**config.mk**
```make
export PLATFORM = sky130hd
export DESIGN_NAME = masked_address_acl_match
export DESIGN_NICKNAME = d
export VERILOG_FILES = /design/src/sv/acl_pkg.sv /design/src/sv/acl_ram.sv /design/src/sv/acl_front.sv /design/src/sv/acl_back.sv /design/src/sv/masked_address_acl_match.sv
export SDC_FILE = /design/constraint.sdc
export NUM_CORES = 2
export LEC_CHECK = 0
export ABC_AREA = 0
export BUFFER_PORTS_ARGS = -buffer_cell sky130_fd_sc_hd__buf_2
export CORE_MARGIN = 2
export CORE_UTILIZATION = 50
export CTS_BUF_LIST = sky130_fd_sc_hd__clkbuf_8
export DETAILED_ROUTE_END_ITERATION = 8
export PLACE_DENSITY = 0.69
export SLEW_MARGIN = 0
export SYNTH_ARGS = -nofsm -noshare
export SYNTH_HDL_FRONTEND = slang
export SYNTH_MEMORY_MAX_BITS = 65536
export SYNTH_SLANG_ARGS = --single-unit
export TNS_END_PERCENT = 10
```
**constraint.sdc**
```tcl
create_clock -name clk -period 14.5 [get_ports clk]
set_input_delay 2.175 -clock clk [delete_from_list [all_inputs] [get_ports clk]]
set_output_delay 2.175 -clock clk [all_outputs]
set_load 0.02 [all_outputs]
```
**src/sv/acl_pkg.sv**
```systemverilog
// Shared types and constants for the masked address ACL match block.
package acl_pkg;

    localparam int DEFAULT_TABLE_DEPTH = 16;

    // Stream payload widths, padded to whole bytes
    localparam int IN_TDATA_W  = 264;
    localparam int OUT_TDATA_W = 8;

    // Item kinds carried in s_tuser
    localparam logic MODE_WRITE = 1'b0;
    localparam logic MODE_CHECK = 1'b1;

    // Upper word of the low half of an IPv4-mapped IPv6 address
    localparam logic [31:0] MAPPED_PREFIX = 32'h0000_FFFF;

    // Front queue depth
    localparam int QUEUE_DEPTH = 2;
    localparam int QPTR_W      = 1;
    localparam int QCNT_W      = 2;

    // One classified item as it travels from the front to the back part
    typedef struct packed {
        logic        is_check;
        logic        q4;
        logic [3:0]  entry_index;
        logic        entry_is_ipv6;
        logic        entry_enable;
        logic [63:0] value_hi;
        logic [63:0] value_lo;
        logic [63:0] mask_hi;
        logic [63:0] mask_lo;
    } acl_item_t;

    // One stored table entry
    typedef struct packed {
        logic        is_ipv6;
        logic [63:0] addr_hi;
        logic [63:0] addr_lo;
        logic [63:0] mask_hi;
        logic [63:0] mask_lo;
    } acl_entry_t;

    // One result item
    typedef struct packed {
        logic       query_was_ipv4;
        logic [3:0] match_index;
        logic       authorized;
    } acl_result_t;

endpackage

```
**src/sv/acl_ram.sv**
```systemverilog
// Generic single-write, single-read RAM with registered read data.
module acl_ram #(
    parameter int WIDTH = 8,
    parameter int DEPTH = 16,
    parameter int AW    = (DEPTH > 1) ? $clog2(DEPTH) : 1
) (
    input  logic             clk,
    input  logic             we,
    input  logic [AW-1:0]    waddr,
    input  logic [WIDTH-1:0] wdata,
    input  logic [AW-1:0]    raddr,
    output logic [WIDTH-1:0] rdata
);

    logic [WIDTH-1:0] mem_reg [DEPTH];
    logic [WIDTH-1:0] rdata_reg;

    // Write port and registered read port
    always_ff @(posedge clk)
    begin
        if (we)
        begin
            mem_reg[waddr] <= wdata;
        end
        rdata_reg <= mem_reg[raddr];
    end

    assign rdata = rdata_reg;

endmodule

```
**src/sv/acl_front.sv**
```systemverilog
// Front part: accepts input transfers, classifies them and queues them for the back part.
module acl_front (
    input  logic                               clk,
    input  logic                               rst_n,
    input  logic                               s_tvalid,
    output logic                               s_tready,
    input  logic [acl_pkg::IN_TDATA_W-1:0]     s_tdata,
    input  logic                               s_tuser,
    output logic                               item_valid,
    output acl_pkg::acl_item_t                 item,
    input  logic                               pop
);

    acl_pkg::acl_item_t          in_item;
    acl_pkg::acl_item_t          queue_reg [acl_pkg::QUEUE_DEPTH];
    logic [acl_pkg::QPTR_W-1:0]  wr_ptr_reg;
    logic [acl_pkg::QPTR_W-1:0]  wr_ptr_next;
    logic [acl_pkg::QPTR_W-1:0]  rd_ptr_reg;
    logic [acl_pkg::QPTR_W-1:0]  rd_ptr_next;
    logic [acl_pkg::QCNT_W-1:0]  count_reg;
    logic [acl_pkg::QCNT_W-1:0]  count_next;
    logic                        push;
    logic                        do_pop;

    // Unpack the transfer and flag IPv4-mapped queries
    always_comb
    begin
        in_item.is_check      = (s_tuser == acl_pkg::MODE_CHECK);
        in_item.entry_index   = s_tdata[3:0];
        in_item.entry_is_ipv6 = s_tdata[4];
        in_item.entry_enable  = s_tdata[5];
        in_item.value_hi      = s_tdata[69:6];
        in_item.value_lo      = s_tdata[133:70];
        in_item.mask_hi       = s_tdata[197:134];
        in_item.mask_lo       = s_tdata[261:198];
        in_item.q4            = (s_tdata[69:6] == 64'd0) &&
                                (s_tdata[133:102] == acl_pkg::MAPPED_PREFIX);
    end

    assign s_tready   = (count_reg != acl_pkg::QCNT_W'(acl_pkg::QUEUE_DEPTH));
    assign push       = s_tvalid && s_tready;
    assign item_valid = (count_reg != '0);
    assign item       = queue_reg[rd_ptr_reg];
    assign do_pop     = pop && item_valid;

    // Advance the queue pointers and fill count
    always_comb
    begin
        wr_ptr_next = push ? wr_ptr_reg + 1'b1 : wr_ptr_reg;
        rd_ptr_next = do_pop ? rd_ptr_reg + 1'b1 : rd_ptr_reg;
        count_next  = count_reg;
        if (push && !do_pop)
        begin
            count_next = count_reg + 1'b1;
        end
        else if (!push && do_pop)
        begin
            count_next = count_reg - 1'b1;
        end
    end

    always_ff @(posedge clk or negedge rst_n)
    begin
        if (!rst_n)
        begin
            wr_ptr_reg <= '0;
            rd_ptr_reg <= '0;
            count_reg  <= '0;
        end
        else
        begin
            wr_ptr_reg <= wr_ptr_next;
            rd_ptr_reg <= rd_ptr_next;
            count_reg  <= count_next;
        end
    end

    // Store the accepted item
    always_ff @(posedge clk)
    begin
        if (push)
        begin
            queue_reg[wr_ptr_reg] <= in_item;
        end
    end

endmodule

```
**src/sv/acl_back.sv**
```systemverilog
// Back part: applies table writes and walks the table one slot per cycle for checks.
module acl_back #(
    parameter int TABLE_DEPTH = acl_pkg::DEFAULT_TABLE_DEPTH
) (
    input  logic                 clk,
    input  logic                 rst_n,
    input  logic                 item_valid,
    input  acl_pkg::acl_item_t   item,
    output logic                 pop,
    output logic                 res_valid,
    output acl_pkg::acl_result_t res,
    input  logic                 res_ready
);

    localparam int AW = (TABLE_DEPTH > 1) ? $clog2(TABLE_DEPTH) : 1;
    localparam int CW = $clog2(TABLE_DEPTH + 1);
    localparam int EW = $bits(acl_pkg::acl_entry_t);
    localparam logic [AW-1:0] LAST_IDX = AW'(TABLE_DEPTH - 1);
    localparam logic [CW-1:0] CNT_END  = CW'(TABLE_DEPTH);

    localparam logic ST_IDLE = 1'b0;
    localparam logic ST_WALK = 1'b1;

    logic                 state_reg;
    logic                 state_next;
    logic [CW-1:0]        cnt_reg;
    logic [CW-1:0]        cnt_next;
    logic                 pend_valid_reg;
    logic                 pend_valid_next;
    logic [AW-1:0]        pend_idx_reg;
    logic                 pend_slot_valid_reg;
    logic [63:0]          q_hi_reg;
    logic [63:0]          q_lo_reg;
    logic                 q4_reg;
    logic                 out_valid_reg;
    logic                 out_valid_next;
    acl_pkg::acl_result_t out_res_reg;
    acl_pkg::acl_result_t out_res_next;
    logic                 slot_valid_reg [TABLE_DEPTH];

    logic                 out_free;
    logic                 in_range;
    logic                 wr_en;
    logic [AW-1:0]        wr_addr;
    logic [AW-1:0]        rd_addr;
    logic                 issue;
    logic                 finish;
    logic                 hit;
    logic [EW-1:0]        rd_data;
    acl_pkg::acl_entry_t  wr_entry;
    acl_pkg::acl_entry_t  rd_entry;

    assign out_free = !out_valid_reg || res_ready;
    assign pop      = (state_reg == ST_IDLE) && item_valid && out_free;
    assign in_range = (32'(item.entry_index) < 32'(TABLE_DEPTH));
    assign wr_en    = pop && !item.is_check && in_range;
    assign wr_addr  = AW'(item.entry_index);
    assign rd_addr  = cnt_reg[AW-1:0];
    assign issue    = (state_reg == ST_WALK) && (cnt_reg != CNT_END);

    always_comb
    begin
        wr_entry.is_ipv6 = item.entry_is_ipv6;
        wr_entry.addr_hi = item.value_hi;
        wr_entry.addr_lo = item.value_lo;
        wr_entry.mask_hi = item.mask_hi;
        wr_entry.mask_lo = item.mask_lo;
    end

    acl_ram #(
        .WIDTH (EW),
        .DEPTH (TABLE_DEPTH),
        .AW    (AW)
    ) u_table (
        .clk   (clk),
        .we    (wr_en),
        .waddr (wr_addr),
        .wdata (wr_entry),
        .raddr (rd_addr),
        .rdata (rd_data)
    );

    assign rd_entry = acl_pkg::acl_entry_t'(rd_data);

    // Compare the slot read last cycle against the held query
    always_comb
    begin
        if (q4_reg)
        begin
            hit = !rd_entry.is_ipv6 &&
                  (((q_lo_reg[31:0] ^ rd_entry.addr_lo[31:0]) & rd_entry.mask_lo[31:0]) == '0);
        end
        else
        begin
            hit = rd_entry.is_ipv6 &&
                  (((q_hi_reg ^ rd_entry.addr_hi) & rd_entry.mask_hi) == '0) &&
                  (((q_lo_reg ^ rd_entry.addr_lo) & rd_entry.mask_lo) == '0);
        end
        hit = hit && pend_slot_valid_reg;
    end

    assign finish = (state_reg == ST_WALK) && pend_valid_reg &&
                    (hit || (pend_idx_reg == LAST_IDX));

    // Sequence the walk and load the result register
    always_comb
    begin
        state_next      = state_reg;
        cnt_next        = cnt_reg;
        pend_valid_next = issue && !finish;
        out_valid_next  = out_valid_reg && !res_ready;
        out_res_next    = out_res_reg;
        case (state_reg)
            ST_IDLE:
            begin
                if (pop)
                begin
                    if (item.is_check)
                    begin
                        state_next = ST_WALK;
                        cnt_next   = '0;
                    end
                    else
                    begin
                        out_valid_next = 1'b1;
                        out_res_next   = '0;
                    end
                end
            end
            ST_WALK:
            begin
                if (issue)
                begin
                    cnt_next = cnt_reg + 1'b1;
                end
                if (finish)
                begin
                    state_next                  = ST_IDLE;
                    out_valid_next              = 1'b1;
                    out_res_next.authorized     = hit;
                    out_res_next.match_index    = hit ? 4'(pend_idx_reg) : 4'd0;
                    out_res_next.query_was_ipv4 = q4_reg;
                end
            end
            default:
            begin
                state_next = ST_IDLE;
            end
        endcase
    end

    always_ff @(posedge clk or negedge rst_n)
    begin
        if (!rst_n)
        begin
            state_reg      <= ST_IDLE;
            cnt_reg        <= '0;
            pend_valid_reg <= 1'b0;
            out_valid_reg  <= 1'b0;
            for (int i = 0; i < TABLE_DEPTH; i++)
            begin
                slot_valid_reg[i] <= 1'b0;
            end
        end
        else
        begin
            state_reg      <= state_next;
            cnt_reg        <= cnt_next;
            pend_valid_reg <= pend_valid_next;
            out_valid_reg  <= out_valid_next;
            if (wr_en)
            begin
                slot_valid_reg[wr_addr] <= item.entry_enable;
            end
        end
    end

    // Hold the query, track the slot in flight and the result payload
    always_ff @(posedge clk)
    begin
        if (pop && item.is_check)
        begin
            q_hi_reg <= item.value_hi;
            q_lo_reg <= item.value_lo;
            q4_reg   <= item.q4;
        end
        if (issue)
        begin
            pend_idx_reg        <= rd_addr;
            pend_slot_valid_reg <= slot_valid_reg[rd_addr];
        end
        out_res_reg <= out_res_next;
    end

    assign res_valid = out_valid_reg;
    assign res       = out_res_reg;

`ifndef SYNTHESIS
    // The result register stays empty while a walk is running
    assert property (@(posedge clk) disable iff (!rst_n)
        (state_reg == ST_WALK) |-> !out_valid_reg)
        else $error("result register busy during table walk");

    // The walk counter never runs past the table
    assert property (@(posedge clk) disable iff (!rst_n)
        cnt_reg <= CNT_END)
        else $error("walk counter past table end");

    // A slot compare only happens inside a walk
    assert property (@(posedge clk) disable iff (!rst_n)
        pend_valid_reg |-> (state_reg == ST_WALK))
        else $error("slot compare outside a walk");

    // A write yields an all-zero result on the next cycle
    assert property (@(posedge clk) disable iff (!rst_n)
        (pop && !item.is_check) |=>
            (out_valid_reg && !out_res_reg.authorized &&
             !out_res_reg.query_was_ipv4 && (out_res_reg.match_index == 4'd0)))
        else $error("write did not yield a zero result");

    // A walk always ends with a result
    assert property (@(posedge clk) disable iff (!rst_n)
        finish |=> (out_valid_reg && (state_reg == ST_IDLE)))
        else $error("walk ended without a result");
`endif

endmodule

```
**src/sv/masked_address_acl_match.sv**
```systemverilog
// A write's all-zero result is registered as the write leaves the queue; a check walks the table
// from slot 0, and its result is registered at the lowest matching slot, or after the last slot on no match.
// Throughput: one write per cycle while m_tready is high and no walk runs; a check holds the back part
// until its table walk ends, reading one slot per cycle from the single read port of the table RAM.
// A 2-entry queue lets inputs be accepted while a walk runs or a result waits.
// Reset (rst_n, asynchronous, active low) empties queue and result, and clears all slot valid bits.
module masked_address_acl_match #(
    parameter int TABLE_DEPTH = acl_pkg::DEFAULT_TABLE_DEPTH
) (
    input  logic                            clk,
    input  logic                            rst_n,
    input  logic                            s_tvalid,
    output logic                            s_tready,
    // entry_index[3:0], entry_is_ipv6[4], entry_enable[5], value_hi[69:6],
    // value_lo[133:70], mask_hi[197:134], mask_lo[261:198], zero[263:262]
    input  logic [acl_pkg::IN_TDATA_W-1:0]  s_tdata,
    // mode[0]
    input  logic                            s_tuser,
    output logic                            m_tvalid,
    input  logic                            m_tready,
    // authorized[0], match_index[4:1], query_was_ipv4[5], zero[7:6]
    output logic [acl_pkg::OUT_TDATA_W-1:0] m_tdata
);

    logic                 item_valid;
    acl_pkg::acl_item_t   item;
    logic                 pop;
    acl_pkg::acl_result_t res;

    acl_front u_front (
        .clk        (clk),
        .rst_n      (rst_n),
        .s_tvalid   (s_tvalid),
        .s_tready   (s_tready),
        .s_tdata    (s_tdata),
        .s_tuser    (s_tuser),
        .item_valid (item_valid),
        .item       (item),
        .pop        (pop)
    );

    acl_back #(
        .TABLE_DEPTH (TABLE_DEPTH)
    ) u_back (
        .clk        (clk),
        .rst_n      (rst_n),
        .item_valid (item_valid),
        .item       (item),
        .pop        (pop),
        .res_valid  (m_tvalid),
        .res        (res),
        .res_ready  (m_tready)
    );

    // Pack the result transfer
    assign m_tdata = {2'b00, res.query_was_ipv4, res.match_index, res.authorized};

endmodule
```
==> run_results.csv <==
group,metric,value,unit
run_status,outcome,"complete, no violations",
clocking,postCtsSetupBuffers,0,
routing,first_pass_iters,6,
placed_design,portBuffers,274,
synthesis,synth_ff_type,"edfxtp_1",
clocking,cts_max_level,6,
clocking,root_buffer,"clkbuf_8",
synthesis,ys_types,52,
placed_design,dpl-instance-area,193400,sq um
routing,via_per_inst,6.011,
grt,grt_max_degree,145,
critical_path,worstPathRequired,15290,ps
critical_path,crit_slowest_cell,"buf_4",
layout,mostFrequentLayoutCells,"edfxtp_1 (4780), mux4_2 (1290), clkbuf_8 (833)",
placed_design,hpwl,229000,microns
placed_design,gp_congestion,0.8026,
routing,detail-route-antenna-nets,0,
clocking,clk_path_buf_depth,4,
worst_hold_path,hold_class,"flop to flop",
synthesis,syn_area_per_cell,25.36,sq um
floorplan,ios,279,
routing,drc,0,
layout,largest_reg_flops,4112,
floorplan,die-area,376400,sq um
synthesis,synth_edf_count,4780,
timing,tns,0,ps
timing,layout_setup_ws,8717,ps
clocking,cts.sinks,5065,
synthesis,postSynthCellCount,7324,
floorplan,start_util,50.28,%
timing,slew_violations,0,
synthesis,yosysWarnings,0,
critical_path,cp_common_cell,"buf_4",
critical_path,critPathLaunchType,"primary input",
timing,fin_crit_sh,39.88,%
critical_path,crit_chain,"buf_2 -> nor2b_1 -> or3_1 -> and2b_1 -> nand2_1 -> nor2_4 -> buf_12 -> buf_4 -> buf_4",
routing,dr_total_vias,83088,
critical_path,crit_buf_inv,4,
synthesis,synth-seq-cells,5065,
routing,wl_per_cell,30.75,microns
floorplan,core_area,369400,sq um
synthesis,synthArstFlopShare,0.5528,%
clocking,hold_buffers,0,
timing,max_freq,172.9,MHz
layout,nFillCells,26385,
timing,rsz0062_at_grt,"false",
worst_hold_path,whs_path_depth,1,
critical_path,arrival,6570,ps
routing,dr.first_iter.drc_count,9744,
placed_design,preCtsSetupSlack,7558,ps
clocking,cts_resized,0,
layout,layout_commonest_cell,"edfxtp_1",
critical_path,crit_type,"primary input to flop",
critical_path,worstSetupEndpointType,"flop",
layout,finish.utilization,56.33,%
job,maxCapViolCount,0,
synthesis,yosysSeqAreaShare,80.43,%
clocking,insertion_delay,1240,ps
grt,antenna_found_initial,35,
power_and_ir_drop,power_density,192.3,nW/um^2
critical_path,worst-path-stages,9,
floorplan,die_w,613.5,microns
clocking,cts_tree,"done",
routing,wl,425000,microns
grt,grt_use_total,22.44,%
grt,grt_pass1_wl,604100,microns
layout,drive_gt1_share,33.92,%
critical_path,cp_max_fo,91,
timing,hold_violations,0,
timing,skew,72.97,ps
synthesis,syn_area,185700,sq um
power_and_ir_drop,power.total,40.02,mW
critical_path,max_stage_delay,910,ps
critical_path,reg2regPathDepth,7,
timing,finalSetupViolations,0,
critical_path,crit_family,"buffers and inverters",
floorplan,rows,223,
grt,grt_pass1_vias,85385,
layout,final_area,208100,sq um
power_and_ir_drop,cellLeakagePower,66.49,nW
timing,slew_headroom,14.54,%
clocking,numCtsBuffers,766,
layout,nets,8472,
layout,areaGrowthSynthToFinish,12.04,%
floorplan,die_h,613.5,microns
timing,worst_pin_slew,1270,ps
grt,grt-ovfl-total,0,
timing,fin_crit,5783,ps
power_and_ir_drop,irDropWorstVdd,218.8,uV
clocking,cts.clk_slew.worst_paths,60,ps
[power breakdown]
part | internal [mW] | leakage, nW | switching, mW
clock | 5.54 | 8.54 | 5.46
combinational | 4.28 | 12.3 | 5.60
sequential | 18.5 | 45.6 | 0.632
total | 28.3 | 66.5 | 11.7
[layout make-up]
class | instances | area [sq um] | share of cell area, %
inverter | 10 | 37.54 | 0.01804
multi-input combinational | 1926 | 34970 | 16.81
tap | 4950 | 6193 | 2.976
clock inverter | 594 | 3144 | 1.511
antenna | 14 | 35.03 | 0.01684
timing repair buffer | 431 | 2838 | 1.364
sequential | 5065 | 149400 | 71.80
clock buffer | 833 | 11460 | 5.510
[routing by layer]
metal / global-route usage [%] / up-vias / part of all wire (%)
met1: 31.53 / 45051 / 40
met2: 37.32 / 3896 / 50
met3: 3.339 / 676 / 7.9
met4: 5.673 / 10 / 2.3
met5: 0 / - / 0.016
li1: - / 33455 / -
[cell families after synthesis]
| kind of cell | Yosys count | share of synthesized area [%] |
|---|---|---|
| flip-flops | 5065 | 80.43 |
| XOR/XNOR | 136 | 0.6413 |
| other | 1 | 0.002019 |
| AND/OR/NAND/NOR | 134 | 0.4029 |
| adder cells (fa/ha/maj) | 3 | 0.02021 |
| AO/OA/AOI/OAI | 85 | 0.3523 |
| buffers and inverters | 334 | 0.8367 |
| multiplexers | 1566 | 17.32 |
[final timing paths]
kind	start	end	slack, ps
worst max-delay path	m_tready	u_back.u_table.mem_reg[9][213]$_DFFE_PP_	8720
worst min-delay path	u_back.slot_valid_reg[15]$_DFFE_PN0P_	u_back.slot_valid_reg[15]$_DFFE_PN0P_	500
worst max register to register	u_front.rd_ptr_reg$_DFFE_PN0P_	u_back.u_table.mem_reg[9][213]$_DFFE_PP_	9160
worst min register to register	u_back.slot_valid_reg[15]$_DFFE_PN0P_	u_back.slot_valid_reg[15]$_DFFE_PN0P_	500
max in group asynchronous	rst_n	u_back.cnt_reg[1]$_DFFE_PN0P_	13000
min in group asynchronous	rst_n	u_front.wr_ptr_reg$_DFFE_PN0P_	1010
[synthesized netlist by cell type, types with 3 or more instances]
master	n	area [sq um]
xnor2_1	3	26.28
dfxtp_1	257	5145
nand2b_1	4	25.02
nor4_1	19	118.9
a222oi_1	3	30.03
and2_1	4	25.02
nand4_1	31	193.9
ha_1	3	37.54
buf_2	132	660.6
mux4_2	1290	29050
nor2_1	28	105.1
nand2_1	16	60.06
xor2_1	133	1165
a22oi_1	65	488.0
buf_6	17	191.4
inv_1	10	37.54
mux2_2	271	3052
dfrtp_1	28	700.7
mux2_1	4	45.04
edfxtp_1	4780	143500
o21ai_0	3	15.01
and3_1	4	25.02
nor4b_1	4	35.03
or3_1	3	18.77
nand3_1	4	20.02
buf_1	17	63.81
clkbuf_1	156	585.6
nor3_1	6	30.03
[metrics by stage]
step | std cells | hold slack [ps]
after global placement | 12382 | 462.5
after CTS | 13809 | 488.9
final | 13823 | 495.7
after global routing | 13814 | 508.2
after detailed placement | 12382 | 480.7
after floorplan | 7325 | 419.6
Note: power is estimated with default switching activity, not from simulation.
